File: src/rtl/core/rpq_pkg.sv
// ----------------------------------------------------------------------------
// rpq_pkg
// Shared beat types and codes for the priority ready-queue scheduler.
// ----------------------------------------------------------------------------
package rpq_pkg;

    // request kinds
    localparam logic [2:0] KIND_CREATE = 3'd0;
    localparam logic [2:0] KIND_WAKEUP = 3'd1;
    localparam logic [2:0] KIND_BLOCK  = 3'd2;
    localparam logic [2:0] KIND_EXIT   = 3'd3;
    localparam logic [2:0] KIND_SCHED  = 3'd4;

    // result status codes
    localparam logic [1:0] STAT_OK      = 2'd0;
    localparam logic [1:0] STAT_INVALID = 2'd1;
    localparam logic [1:0] STAT_NOFREE  = 2'd2;

    // per-slot task state, stored in the task table
    typedef enum logic [2:0] {
        TS_FREE    = 3'd0,
        TS_READY   = 3'd1,
        TS_RUNNING = 3'd2,
        TS_BLOCKED = 3'd3,
        TS_IDLE    = 3'd4
    } t_task_st;

    typedef struct packed {
        logic [2:0] kind;
        logic [4:0] priority_req;
        logic [3:0] task_id;
    } t_in_beat;

    typedef struct packed {
        logic [1:0] status;
        logic [3:0] created_task;
        logic       switched;
        logic [3:0] running_now;
        logic [3:0] running_before;
        logic [4:0] ready_count;
    } t_out_beat;

endpackage

File: src/rtl/core/priority_ready_queue_scheduler_top.sv
// ----------------------------------------------------------------------------
// priority_ready_queue_scheduler_top
// Bitmap priority ready-queue task scheduler with valid/ready beat channels.
// ----------------------------------------------------------------------------
// One request beat is taken per cycle while results are taken. The request
// is captured in an input register; once the result register can accept it,
// the task table update and the result are computed in one pass (priority
// encoders over the level bitmap, the queue-head match over the task slots
// and the lowest free slot) and loaded into the result register. A full
// result register that is not taken stalls the input side. There is no
// clearing pass after reset.
module priority_ready_queue_scheduler_top
    import rpq_pkg::*;
#(
    parameter int TASK_SLOTS      = 16,
    parameter int PRIORITY_LEVELS = 31
) (
    input  logic      i_clk,
    input  logic      i_rst_n,
    input  logic      i_in_valid,
    output logic      o_in_ready,
    input  t_in_beat  i_in_beat,
    output logic      o_out_valid,
    input  logic      i_out_ready,
    output t_out_beat o_out_beat
);

    logic      r_in_valid;
    t_in_beat  r_in;
    logic      r_out_valid;
    t_out_beat r_out;
    logic      advance;
    t_out_beat core_res;

    assign advance    = r_in_valid && (!r_out_valid || i_out_ready);
    assign o_in_ready = !r_in_valid || advance;

    always_ff @(posedge i_clk) begin
        if (!i_rst_n) begin
            r_in_valid <= 1'b0;
        end else if (o_in_ready) begin
            r_in_valid <= i_in_valid;
        end
    end

    always_ff @(posedge i_clk) begin
        if (o_in_ready) begin
            r_in <= i_in_beat;
        end
    end

    rpq_core #(
        .TASK_SLOTS      (TASK_SLOTS),
        .PRIORITY_LEVELS (PRIORITY_LEVELS)
    ) u_core (
        .i_clk    (i_clk),
        .i_rst_n  (i_rst_n),
        .i_adv    (advance),
        .i_item   (r_in),
        .o_result (core_res)
    );

    always_ff @(posedge i_clk) begin
        if (!i_rst_n) begin
            r_out_valid <= 1'b0;
        end else if (advance) begin
            r_out_valid <= 1'b1;
        end else if (i_out_ready) begin
            r_out_valid <= 1'b0;
        end
    end

    always_ff @(posedge i_clk) begin
        if (advance) begin
            r_out <= core_res;
        end
    end

    assign o_out_valid = r_out_valid;
    assign o_out_beat  = r_out;

    a_adv_gives_result: assert property (@(posedge i_clk) disable iff (!i_rst_n)
        advance |=> r_out_valid)
        else $error("processed beat did not reach the result register");

    a_switch_flag: assert property (@(posedge i_clk) disable iff (!i_rst_n)
        r_out_valid |-> (r_out.switched == (r_out.running_now != r_out.running_before)))
        else $error("switched flag disagrees with running task fields");

    a_created_ok: assert property (@(posedge i_clk) disable iff (!i_rst_n)
        (r_out_valid && (r_out.created_task != 4'd0)) |-> (r_out.status == STAT_OK))
        else $error("created slot reported on a failed request");

    a_count_range: assert property (@(posedge i_clk) disable iff (!i_rst_n)
        r_out_valid |-> (int'(r_out.ready_count) <= TASK_SLOTS - 1))
        else $error("ready count exceeds available task slots");

endmodule

File: src/rtl/core/rpq_prienc.sv
// ----------------------------------------------------------------------------
// rpq_prienc
// Priority encoder: index of the highest or the lowest set bit of a vector.
// ----------------------------------------------------------------------------
module rpq_prienc #(
    parameter int WIDTH     = 16,
    parameter bit LOW_FIRST = 1'b0,
    localparam int IW       = (WIDTH > 1) ? $clog2(WIDTH) : 1
) (
    input  logic [WIDTH-1:0] i_vec,
    output logic             o_found,
    output logic [IW-1:0]    o_index
);

    always_comb begin
        o_found = |i_vec;
        o_index = '0;
        if (LOW_FIRST) begin
            for (int i = WIDTH - 1; i >= 0; i--) begin
                if (i_vec[i]) begin
                    o_index = IW'(i);
                end
            end
        end else begin
            for (int i = 0; i < WIDTH; i++) begin
                if (i_vec[i]) begin
                    o_index = IW'(i);
                end
            end
        end
    end

endmodule

File: src/rtl/core/rpq_core.sv
// ----------------------------------------------------------------------------
// rpq_core
// Task table, FIFO order matrix and the single-pass request logic.
// ----------------------------------------------------------------------------
module rpq_core
    import rpq_pkg::*;
#(
    parameter int TASK_SLOTS      = 16,
    parameter int PRIORITY_LEVELS = 31
) (
    input  logic      i_clk,
    input  logic      i_rst_n,
    input  logic      i_adv,
    input  t_in_beat  i_item,
    output t_out_beat o_result
);

    localparam int SW = $clog2(TASK_SLOTS);
    localparam int LW = $clog2(PRIORITY_LEVELS + 1);
    localparam int QW = (PRIORITY_LEVELS > 1) ? $clog2(PRIORITY_LEVELS) : 1;

    t_task_st                r_state [TASK_SLOTS];
    logic [LW-1:0]           r_level [TASK_SLOTS];
    // r_older[i][j]: slot j was queued before slot i (valid only while both ready)
    logic [TASK_SLOTS-1:0]   r_older [TASK_SLOTS];
    logic [SW-1:0]           r_cur;
    logic [SW-1:0]           r_live;

    t_task_st                n_state [TASK_SLOTS];
    logic [LW-1:0]           n_level [TASK_SLOTS];
    logic [SW-1:0]           n_cur;
    logic [SW-1:0]           n_live;

    logic [TASK_SLOTS-1:0]   queued;
    logic [TASK_SLOTS-1:0]   free_vec;
    logic [TASK_SLOTS-1:0]   eligible;
    logic [TASK_SLOTS-1:0]   head;
    logic [PRIORITY_LEVELS-1:0] nonempty;

    logic                    best_found;
    logic [QW-1:0]           best_idx;
    logic [LW-1:0]           best_lvl;
    logic                    pick_found;
    logic [SW-1:0]           pick_slot;
    logic                    free_found;
    logic [SW-1:0]           free_slot;

    logic                    lvl_ok;
    logic [LW-1:0]           new_lvl;
    logic [SW+3:0]           id_ext;
    logic [SW-1:0]           id_slot;
    logic                    id_ok;
    t_task_st                cur_st;
    t_task_st                sched_st;
    logic                    do_sched;
    logic                    push_en;
    logic [SW-1:0]           push_slot;
    logic [1:0]              status;
    logic [SW-1:0]           created;
    logic [SW+3:0]           created_ext;
    logic [SW+3:0]           now_ext;
    logic [SW+3:0]           before_ext;
    logic [SW+4:0]           live_ext;

    // ready tasks are exactly the queued ones
    always_comb begin
        for (int i = 0; i < TASK_SLOTS; i++) begin
            queued[i]   = (r_state[i] == TS_READY);
            free_vec[i] = (r_state[i] == TS_FREE);
        end
    end

    always_comb begin
        nonempty = '0;
        for (int q = 0; q < PRIORITY_LEVELS; q++) begin
            for (int i = 0; i < TASK_SLOTS; i++) begin
                if (queued[i] && (r_level[i] == LW'(q + 1))) begin
                    nonempty[q] = 1'b1;
                end
            end
        end
    end

    rpq_prienc #(.WIDTH(PRIORITY_LEVELS), .LOW_FIRST(1'b0)) u_best (
        .i_vec   (nonempty),
        .o_found (best_found),
        .o_index (best_idx)
    );

    assign best_lvl = LW'(best_idx) + LW'(1);

    // queue head: oldest ready task at the best level
    always_comb begin
        for (int i = 0; i < TASK_SLOTS; i++) begin
            eligible[i] = queued[i] && (r_level[i] == best_lvl);
        end
        for (int i = 0; i < TASK_SLOTS; i++) begin
            head[i] = eligible[i] && !(|(eligible & r_older[i]));
        end
    end

    rpq_prienc #(.WIDTH(TASK_SLOTS), .LOW_FIRST(1'b0)) u_pick (
        .i_vec   (head),
        .o_found (pick_found),
        .o_index (pick_slot)
    );

    rpq_prienc #(.WIDTH(TASK_SLOTS), .LOW_FIRST(1'b1)) u_free (
        .i_vec   (free_vec),
        .o_found (free_found),
        .o_index (free_slot)
    );

    assign lvl_ok  = (i_item.priority_req != 5'd0) &&
                     (int'(i_item.priority_req) <= PRIORITY_LEVELS);
    assign new_lvl = LW'(i_item.priority_req);
    assign id_ext  = {{SW{1'b0}}, i_item.task_id};
    assign id_slot = id_ext[SW-1:0];
    assign id_ok   = int'(i_item.task_id) < TASK_SLOTS;
    assign cur_st  = r_state[r_cur];

    always_comb begin
        n_state   = r_state;
        n_level   = r_level;
        n_cur     = r_cur;
        n_live    = r_live;
        push_en   = 1'b0;
        push_slot = r_cur;
        status    = STAT_INVALID;
        created   = '0;
        do_sched  = 1'b0;
        sched_st  = cur_st;

        case (i_item.kind)
            KIND_CREATE: begin
                if (lvl_ok) begin
                    status = STAT_NOFREE;
                    if (free_found) begin
                        n_state[free_slot] = TS_READY;
                        n_level[free_slot] = new_lvl;
                        push_en            = 1'b1;
                        push_slot          = free_slot;
                        n_live             = r_live + SW'(1);
                        created            = free_slot;
                        status             = STAT_OK;
                    end
                end
            end
            KIND_WAKEUP: begin
                if (id_ok && (r_state[id_slot] == TS_BLOCKED)) begin
                    n_state[id_slot] = TS_READY;
                    push_en          = 1'b1;
                    push_slot        = id_slot;
                    n_live           = r_live + SW'(1);
                    status           = STAT_OK;
                end
            end
            KIND_BLOCK: begin
                if (cur_st == TS_RUNNING) begin
                    n_state[r_cur] = TS_BLOCKED;
                    if (r_live != '0) begin
                        n_live = r_live - SW'(1);
                    end
                    status = STAT_OK;
                end
            end
            KIND_EXIT: begin
                if (cur_st == TS_RUNNING) begin
                    n_state[r_cur] = TS_FREE;
                    if (r_live != '0) begin
                        n_live = r_live - SW'(1);
                    end
                    do_sched = 1'b1;
                    sched_st = TS_FREE;
                    status   = STAT_OK;
                end
            end
            KIND_SCHED: begin
                do_sched = 1'b1;
                status   = STAT_OK;
            end
            default: begin
            end
        endcase

        if (do_sched) begin
            if (!best_found) begin
                if (!((sched_st == TS_RUNNING) || (sched_st == TS_IDLE))) begin
                    n_cur = '0;
                end
            end else if (!((sched_st == TS_RUNNING) && (r_level[r_cur] > best_lvl))
                         && pick_found) begin
                n_state[pick_slot] = TS_RUNNING;
                n_cur              = pick_slot;
                // preempted task goes behind everything still queued
                if (sched_st == TS_RUNNING) begin
                    n_state[r_cur] = TS_READY;
                    push_en        = 1'b1;
                    push_slot      = r_cur;
                end
            end
        end
    end

    always_ff @(posedge i_clk) begin
        if (!i_rst_n) begin
            for (int i = 0; i < TASK_SLOTS; i++) begin
                r_state[i] <= (i == 0) ? TS_IDLE : TS_FREE;
                r_level[i] <= '0;
            end
            r_cur  <= '0;
            r_live <= '0;
        end else if (i_adv) begin
            r_state <= n_state;
            r_level <= n_level;
            r_cur   <= n_cur;
            r_live  <= n_live;
        end
    end

    // order matrix: a pushed slot is younger than every queued slot
    always_ff @(posedge i_clk) begin
        if (i_adv && push_en) begin
            for (int j = 0; j < TASK_SLOTS; j++) begin
                if (SW'(j) == push_slot) begin
                    r_older[j] <= queued;
                end else begin
                    r_older[j][push_slot] <= 1'b0;
                end
            end
        end
    end

    assign created_ext = {4'b0, created};
    assign now_ext     = {4'b0, n_cur};
    assign before_ext  = {4'b0, r_cur};
    assign live_ext    = {5'b0, n_live};

    always_comb begin
        o_result.status         = status;
        o_result.created_task   = created_ext[3:0];
        o_result.switched       = (n_cur != r_cur);
        o_result.running_now    = now_ext[3:0];
        o_result.running_before = before_ext[3:0];
        o_result.ready_count    = live_ext[4:0];
    end

endmodule

File: config.mk
export PLATFORM = sky130hd
export DESIGN_NAME = priority_ready_queue_scheduler_top
export DESIGN_NICKNAME = d
export VERILOG_FILES = /design/src/rtl/core/rpq_pkg.sv /design/src/rtl/core/priority_ready_queue_scheduler_top.sv /design/src/rtl/core/rpq_prienc.sv /design/src/rtl/core/rpq_core.sv
export SDC_FILE = /design/constraint.sdc
export NUM_CORES = 2
export LEC_CHECK = 0
export BUFFER_PORTS_ARGS = -buffer_cell sky130_fd_sc_hd__buf_4
export CORE_UTILIZATION = 29
export DETAILED_ROUTE_END_ITERATION = 16
export PLACE_DENSITY_LB_ADDON = 0.12
export SETUP_SLACK_MARGIN = 0.15
export SLEW_MARGIN = 20
export SYNTH_ARGS = -nofsm -noshare
export SYNTH_HDL_FRONTEND = slang
export SYNTH_SLANG_ARGS = --single-unit
export TNS_END_PERCENT = 20
File: constraint.sdc
create_clock -name i_clk -period 13.6 [get_ports i_clk]
set_input_delay 2.72 -clock i_clk [delete_from_list [all_inputs] [get_ports i_clk]]
set_output_delay 2.72 -clock i_clk [all_outputs]
set_load 0.05 [all_outputs]
== After elaboration in Yosys (flattened, before gate mapping) ==
Memory sizes are Yosys's and may differ from the RTL's.
Cells that the tools add are included.

* Register bits: 169
* Bits in writable memories: 256
* Input bits: 16
* Memories kept: 1

{| class="wikitable"
|+ Memory list
! name !! words !! width !! read ports !! clocked after memory_dff !! wr ports !! RTL line !! RTL
|-
| u_core.r_older || 16 || 16 || 16 || 0 || 16 || rpq_core.sv:25 || <nowiki>logic [TASK_SLOTS-1:0] r_older [TASK_SLOTS];</nowiki>
|}

* Add/subtract/negate cells: 3
* Magnitude comparators: 11
* Equality and inequality tests: 552
* Muxes and demuxes: 978
* Bitwise operators: 293
* Reduce and logical (&&, ||, !) cells: 602

{| class="wikitable"
|+ Operators by type and width
! cell !! number
|-
| 5-bit equality test (second input constant) || 256
|-
| 1-bit 2-to-1 mux || 847
|-
| 5-bit by 4-bit equality test with 1-bit output (second input constant) || 128
|-
| 1-bit logical AND || 537
|-
| 48-bit 2-to-1 mux || 9
|-
| 5-bit by 3-bit equality test with 1-bit output (second input constant) || 64
|-
| 16-bit OR reduction || 18
|-
| 16-bit bitwise AND || 17
|-
| 16-bit 2-to-1 mux || 16
|-
| 1-bit OR || 256
|-
| 48-bit case mux with 4 select lines || 1
|-
| 4-bit 2-to-1 mux || 46
|-
| 5-bit by 2-bit equality test with 1-bit output (second input constant) || 32
|-
| 5-bit 2-to-1 mux || 32
|-
| 32-bit bitwise AND || 4
|-
| 32-bit inverter || 4
|-
| 80-bit bitwise mux || 1
|-
| 5-bit by 1-bit equality test with 1-bit output (second input constant) || 16
|-
| 5-bit equality test || 16
|-
| 16-bit OR || 4
|-
| 3-bit by 1-bit equality test with 1-bit output (second input constant) || 17
|-
| 3-bit logical NOT || 17
|-
| 48-bit bitwise AND || 1
|-
| 3-bit demux with 4-bit select || 4
|-
| other kinds (39) || 96
|}

== Longest topological paths before layout ==
* Word-level depth: 82
* Depth in mapped cells: 33

== By module ==
A second synthesis with hierarchy kept.

* Cell total of the unflattened synthesis: 3288
* Area, all modules: 28041.9 um^2

{| class="wikitable"
|+ Modules (own cells, without submodules)
! module !! instances !! cells each !! area each (um^2) !! sequential area each (um^2)
|-
| rpq_core || 1 || 3124 || 26299.0 || 10249.8
|-
| priority_ready_queue_scheduler_top || 1 || 40 || 1042.2 || 1001.0
|-
| rpq_prienc (u_core.u_best) || 1 || 62 || 354.1 || 0.0
|-
| rpq_prienc (u_core.u_free) || 1 || 34 || 176.4 || 0.0
|-
| rpq_prienc (u_core.u_pick) || 1 || 28 || 170.2 || 0.0
|}

== Worst setup path before layout ==
Ideal clock, no wire load.

* Kind: register -> register
* Start: reg u_core.r_level[10] (netlist bit)
* End: mem u_core.r_older[6][11] (netlist: u_core.r_older[0][107]) (enable)
* Arrival time: 7.284 ns
* Path slack: 6.023 ns
* Cell stages (with the launch flop): 32
* Path buffers: 10
* Cell sequence: dfxtp_1 clkbuf_1 nor4b_1 a22oi_1 nand4_1 or4_1 nor3b_1 a2111oi_0 a311oi_4 buf_2 ha_1 buf_1 nand2_1 a32o_2 buf_6 xnor2_1 and4_1 buf_2 and3_1 clkbuf_2 a222oi_1 nand4_1 or4_4 and3_1 buf_2 a31oi_4 o211ai_2 buf_2 or2_1 buf_4 buf_6 nand2_1

{| class="wikitable"
|+ RTL lines
! element !! RTL line !! RTL
|-
| start, declared || rpq_core.sv:23 || <nowiki>logic [LW-1:0] r_level [TASK_SLOTS];</nowiki>
|-
| start signal, assigned || rpq_core.sv:215 || <nowiki>r_level <= n_level;</nowiki>
|-
| end, declared || rpq_core.sv:25 ||
|}

==> impl_metrics.tcl <==
set metrics [dict create \
    ff2ff_path_depth 24 \
    finalPower_mw 2.90 \
    synth-seq-area-share 0.378 \
    layout-drive-gt1-share 0.131 \
    row_count 116 \
    start_kind "flop" \
    p_per_area_mw_per_mm2 87.0 \
    ctsHoldBuffers 0 \
    grt_overflow 0 \
    grt_pass1_wl_mm 263 \
    min_period_ns 11.76 \
    totalWireLength_mm 197 \
    synthAdderAreaFrac 0.00338 \
    final-setup-viol-count 0 \
    htree_levels 2 \
    synth-xor-area-share 0.0317 \
    cts_buffers 53 \
    end_kind "flop" \
    vdd_ir_drop_max_v 0.0000867 \
    nNetsFinal 3323 \
    globalplace.congestion 1.04 \
    finalCritPeriodShare 0.864 \
    cts_buffer_depth 3 \
    clkSinkCount 425 \
    arrival_ns 12.11 \
    die_h_um 322 \
    hp-class "reg -> reg" \
    p_sw_mw 0.708 \
    core_mm2 0.101 \
    synthSimpleGateAreaFrac 0.320 \
    ys_ff_latch 425 \
    dominantRegCellSynth "edfxtp_1" \
    r2r_end "u_core.r_older[1][97]" \
    skew_ns 0.0455 \
    finalCoreUtilization 0.332 \
    synth.avg_cell_area_um2 8.80 \
    clkLatencyLatePin_ns 0.66 \
    p_leak_nw 13.4 \
    first_iter_violations 5207 \
    critical_path_class "reg -> reg" \
    synthCells 3368 \
    fmax_ghz 0.0851 \
    grt_use_total 0.372 \
    p_int_mw 2.20 \
    slew_viol_final 0 \
    cts_tree "done" \
    finalHoldViolations 0 \
    vias 31100 \
    max_slew.worst_pin.slew_ns 1.22 \
    synth_top_family_by_area "simple AND/OR/NAND/NOR gates" \
    wl_per_cell_um 41.8 \
    firstDrtPassIters 8 \
    path_max_fanout 26 \
    dieArea_mm2 0.104 \
    whs_endpoint "u_core.r_older[1][8]" \
    status "completed" \
    antenna_found_initial 16 \
    holdCritStartpoint "u_core.r_older[1][8]" \
    io_buffer_count 36 \
    synth_cell_type_count 115 \
    via_per_inst 6.61 \
    cts_root_buf "clkbuf_16" \
    syn_nets 3392 \
    die_x_um 322 \
    muxShareOfSynthArea 0.0588 \
    cp.required_ns 13.95 \
    tns_ns 0 \
    post_cts_buffers 0 \
    reg2reg_from "u_core.r_level[75]" \
    start_util 0.294 \
    combPwrFrac 0.031 \
    slew_headroom 0.185 \
    grt_max_degree 90 \
    synth_edf_count 271 \
    remaining_drc_errors 0 \
    dpl.hpwl_mm 148 \
    p_sw_frac 0.244 \
    synth_compound_area_frac 0.142 \
    stdcell_area_mm2 0.0334 \
    netlist_area_mm2 0.0297 \
    syn_to_final_growth_pct 12.6 \
    rsz0062_at_grt "false" \
    ant_nets 0 \
    maxCapViolations 0 \
    place_area_mm2 0.0316 \
    regToRegSetupSlack_ns 1.84 \
    cts_resized 0 \
    io_pins 38 \
    yosysWarnings 0 \
    seqPwrFrac 0.477 \
    clock_power_share 0.491 \
    clk_pin_slew_ns 0.06 \
    grt_pass1_vias 29000 \
    async_flop_share 0 \
    min_path_cells 1 \
]
sequential cells by signal (all words and copies together) (netlist names):
name / cells
o_out_beat: 19
u_core.r_live: 4
u_core.r_level: 80
u_core.r_older: 256
r_in_valid: 1
r_in: 12
o_out_valid: 1
u_core.r_state: 48
u_core.r_cur: 4
synth_stat cells (45+ instances only):
cell type,n,share of area
clkbuf_1,226,0.029
o21ai_0,51,0.0086
nand3_1,151,0.025
dfxtp_1,154,0.10
nand4_1,115,0.024
nand2b_1,45,0.0095
nor3b_1,129,0.033
nor2b_1,66,0.014
and4_1,51,0.015
nor2_1,307,0.039
nor3_1,76,0.013
xnor2_1,67,0.020
a22oi_1,58,0.015
edfxtp_1,271,0.27
mux2i_1,82,0.028
nand2_1,409,0.052
buf_2,57,0.0096
a21oi_1,76,0.013
inv_1,108,0.014
logic make-up (layout without fill, tap and decap cells):
| family | count (synthesis) | after routing |
|---|---|---|
| other cells | 1 | 10 |
| xor+xnor | 102 | 102 |
| fa+ha+maj | 8 | 8 |
| mux | 123 | 123 |
| compound gates | 550 | 550 |
| buf+inv | 456 | 427 |
| simple gates | 1703 | 1703 |
| flops | 425 | 425 |
metrics by stage:
stage | hold slack, ns | setup WS [ns] | std cells
floorplan | 0.406 | 6.02 | 3368
global route | 0.465 | 1.87 | 4696
finish | 0.456 | 1.84 | 4705
global placement | 0.433 | 0.591 | 4598
detailed placement | 0.438 | 2.23 | 4601
CTS | 0.455 | 2.15 | 4696
critical path, stage by stage (launching register included):
cell and delay [ns]:
dfxtp_1 1.04, nor2_1 0.48, a32oi_1 0.43, nand2_1 0.16
nor4_1 0.79, nand2_1 0.21, a2111o_1 0.50, a311oi_1 0.62
o41a_1 0.22, o31ai_1 0.10, ha_1 0.47, xnor2_4 0.62
clkinv_2 0.31, xnor2_1 0.24, nor4_4 0.89, nand3_2 0.44
a2111oi_1 0.95, nand4_1 0.31, a21boi_0 0.24, and4_1 0.39
a31oi_4 0.28, buf_4 0.37, o21ai_4 0.12, or3_2 0.90
nand2_1 0.28
final cells by class:
type	instances	area, um2
clock buffer	65	1430
clock inverter	30	263
fill	10600	67300
sequential	425	11200
inverter	120	452
antenna	9	22.5
tap	1357	1700
timing repair buffer	212	1600
multi-input combinational	2487	16700
worst max path at each step:
| stage | from | endpoint | cells past startpoint |
|---|---|---|---|
| after floorplan | u_core.r_level[10] | u_core.r_older[0][107] | 31 |
| after global placement | u_core.r_level[39] | u_core.r_older[1][60] | 24 |
| after detailed placement | u_core.r_state[7] | u_core.r_older[1][97] | 26 |
| after CTS | u_core.r_level[75] | u_core.r_older[1][97] | 24 |
| after global routing | u_core.r_state[16] | u_core.r_older[1][97] | 26 |
| final | u_core.r_level[75] | u_core.r_older[1][97] | 24 |
power by group through the flow:
stage          logic, mW  clock network (mW)  registers [mW]
2_1_floorplan     0.0493                   0            1.41
3_3_place_gp      0.0883                   0            1.41
3_5_place_dp      0.0886                   0            1.41
4_1_cts           0.0889                1.44            1.39
5_1_grt           0.0942                1.49            1.39
6_report          0.0905                1.43            1.39
routing by layer:
metal | track usage | routed length (um)
met1 | 0.514 | 83300
met2 | 0.546 | 82500
met5 | 0 | 0
met3 | 0.0885 | 20800
met4 | 0.164 | 10200
cells in the final DEF, fill, tap and decap left out, types with 27 or more instances in the layout:
| cell type | count |
|---|---|
| nor4b_1 | 28 |
| a22oi_1 | 58 |
| mux2i_1 | 82 |
| and3_1 | 39 |
| mux4_2 | 41 |
| nand2b_1 | 45 |
| nor4_1 | 36 |
| nand4_1 | 115 |
| nor3_1 | 73 |
| and4_1 | 51 |
| buf_4 | 210 |
| nand3_1 | 151 |
| nor4bb_1 | 28 |
| o2111ai_1 | 33 |
| clkbuf_16 | 53 |
| nor3b_1 | 125 |
| nor2b_1 | 65 |
| a21oi_1 | 76 |
| and2_1 | 42 |
| dfxtp_1 | 152 |
| or3_1 | 35 |
| xor2_1 | 32 |
| edfxtp_1 | 271 |
| inv_1 | 107 |
| nor2_1 | 307 |
| o21ai_0 | 51 |
| nand2_1 | 408 |
| o22ai_1 | 27 |
| xnor2_1 | 66 |
(Power assumes the default switching activity.)
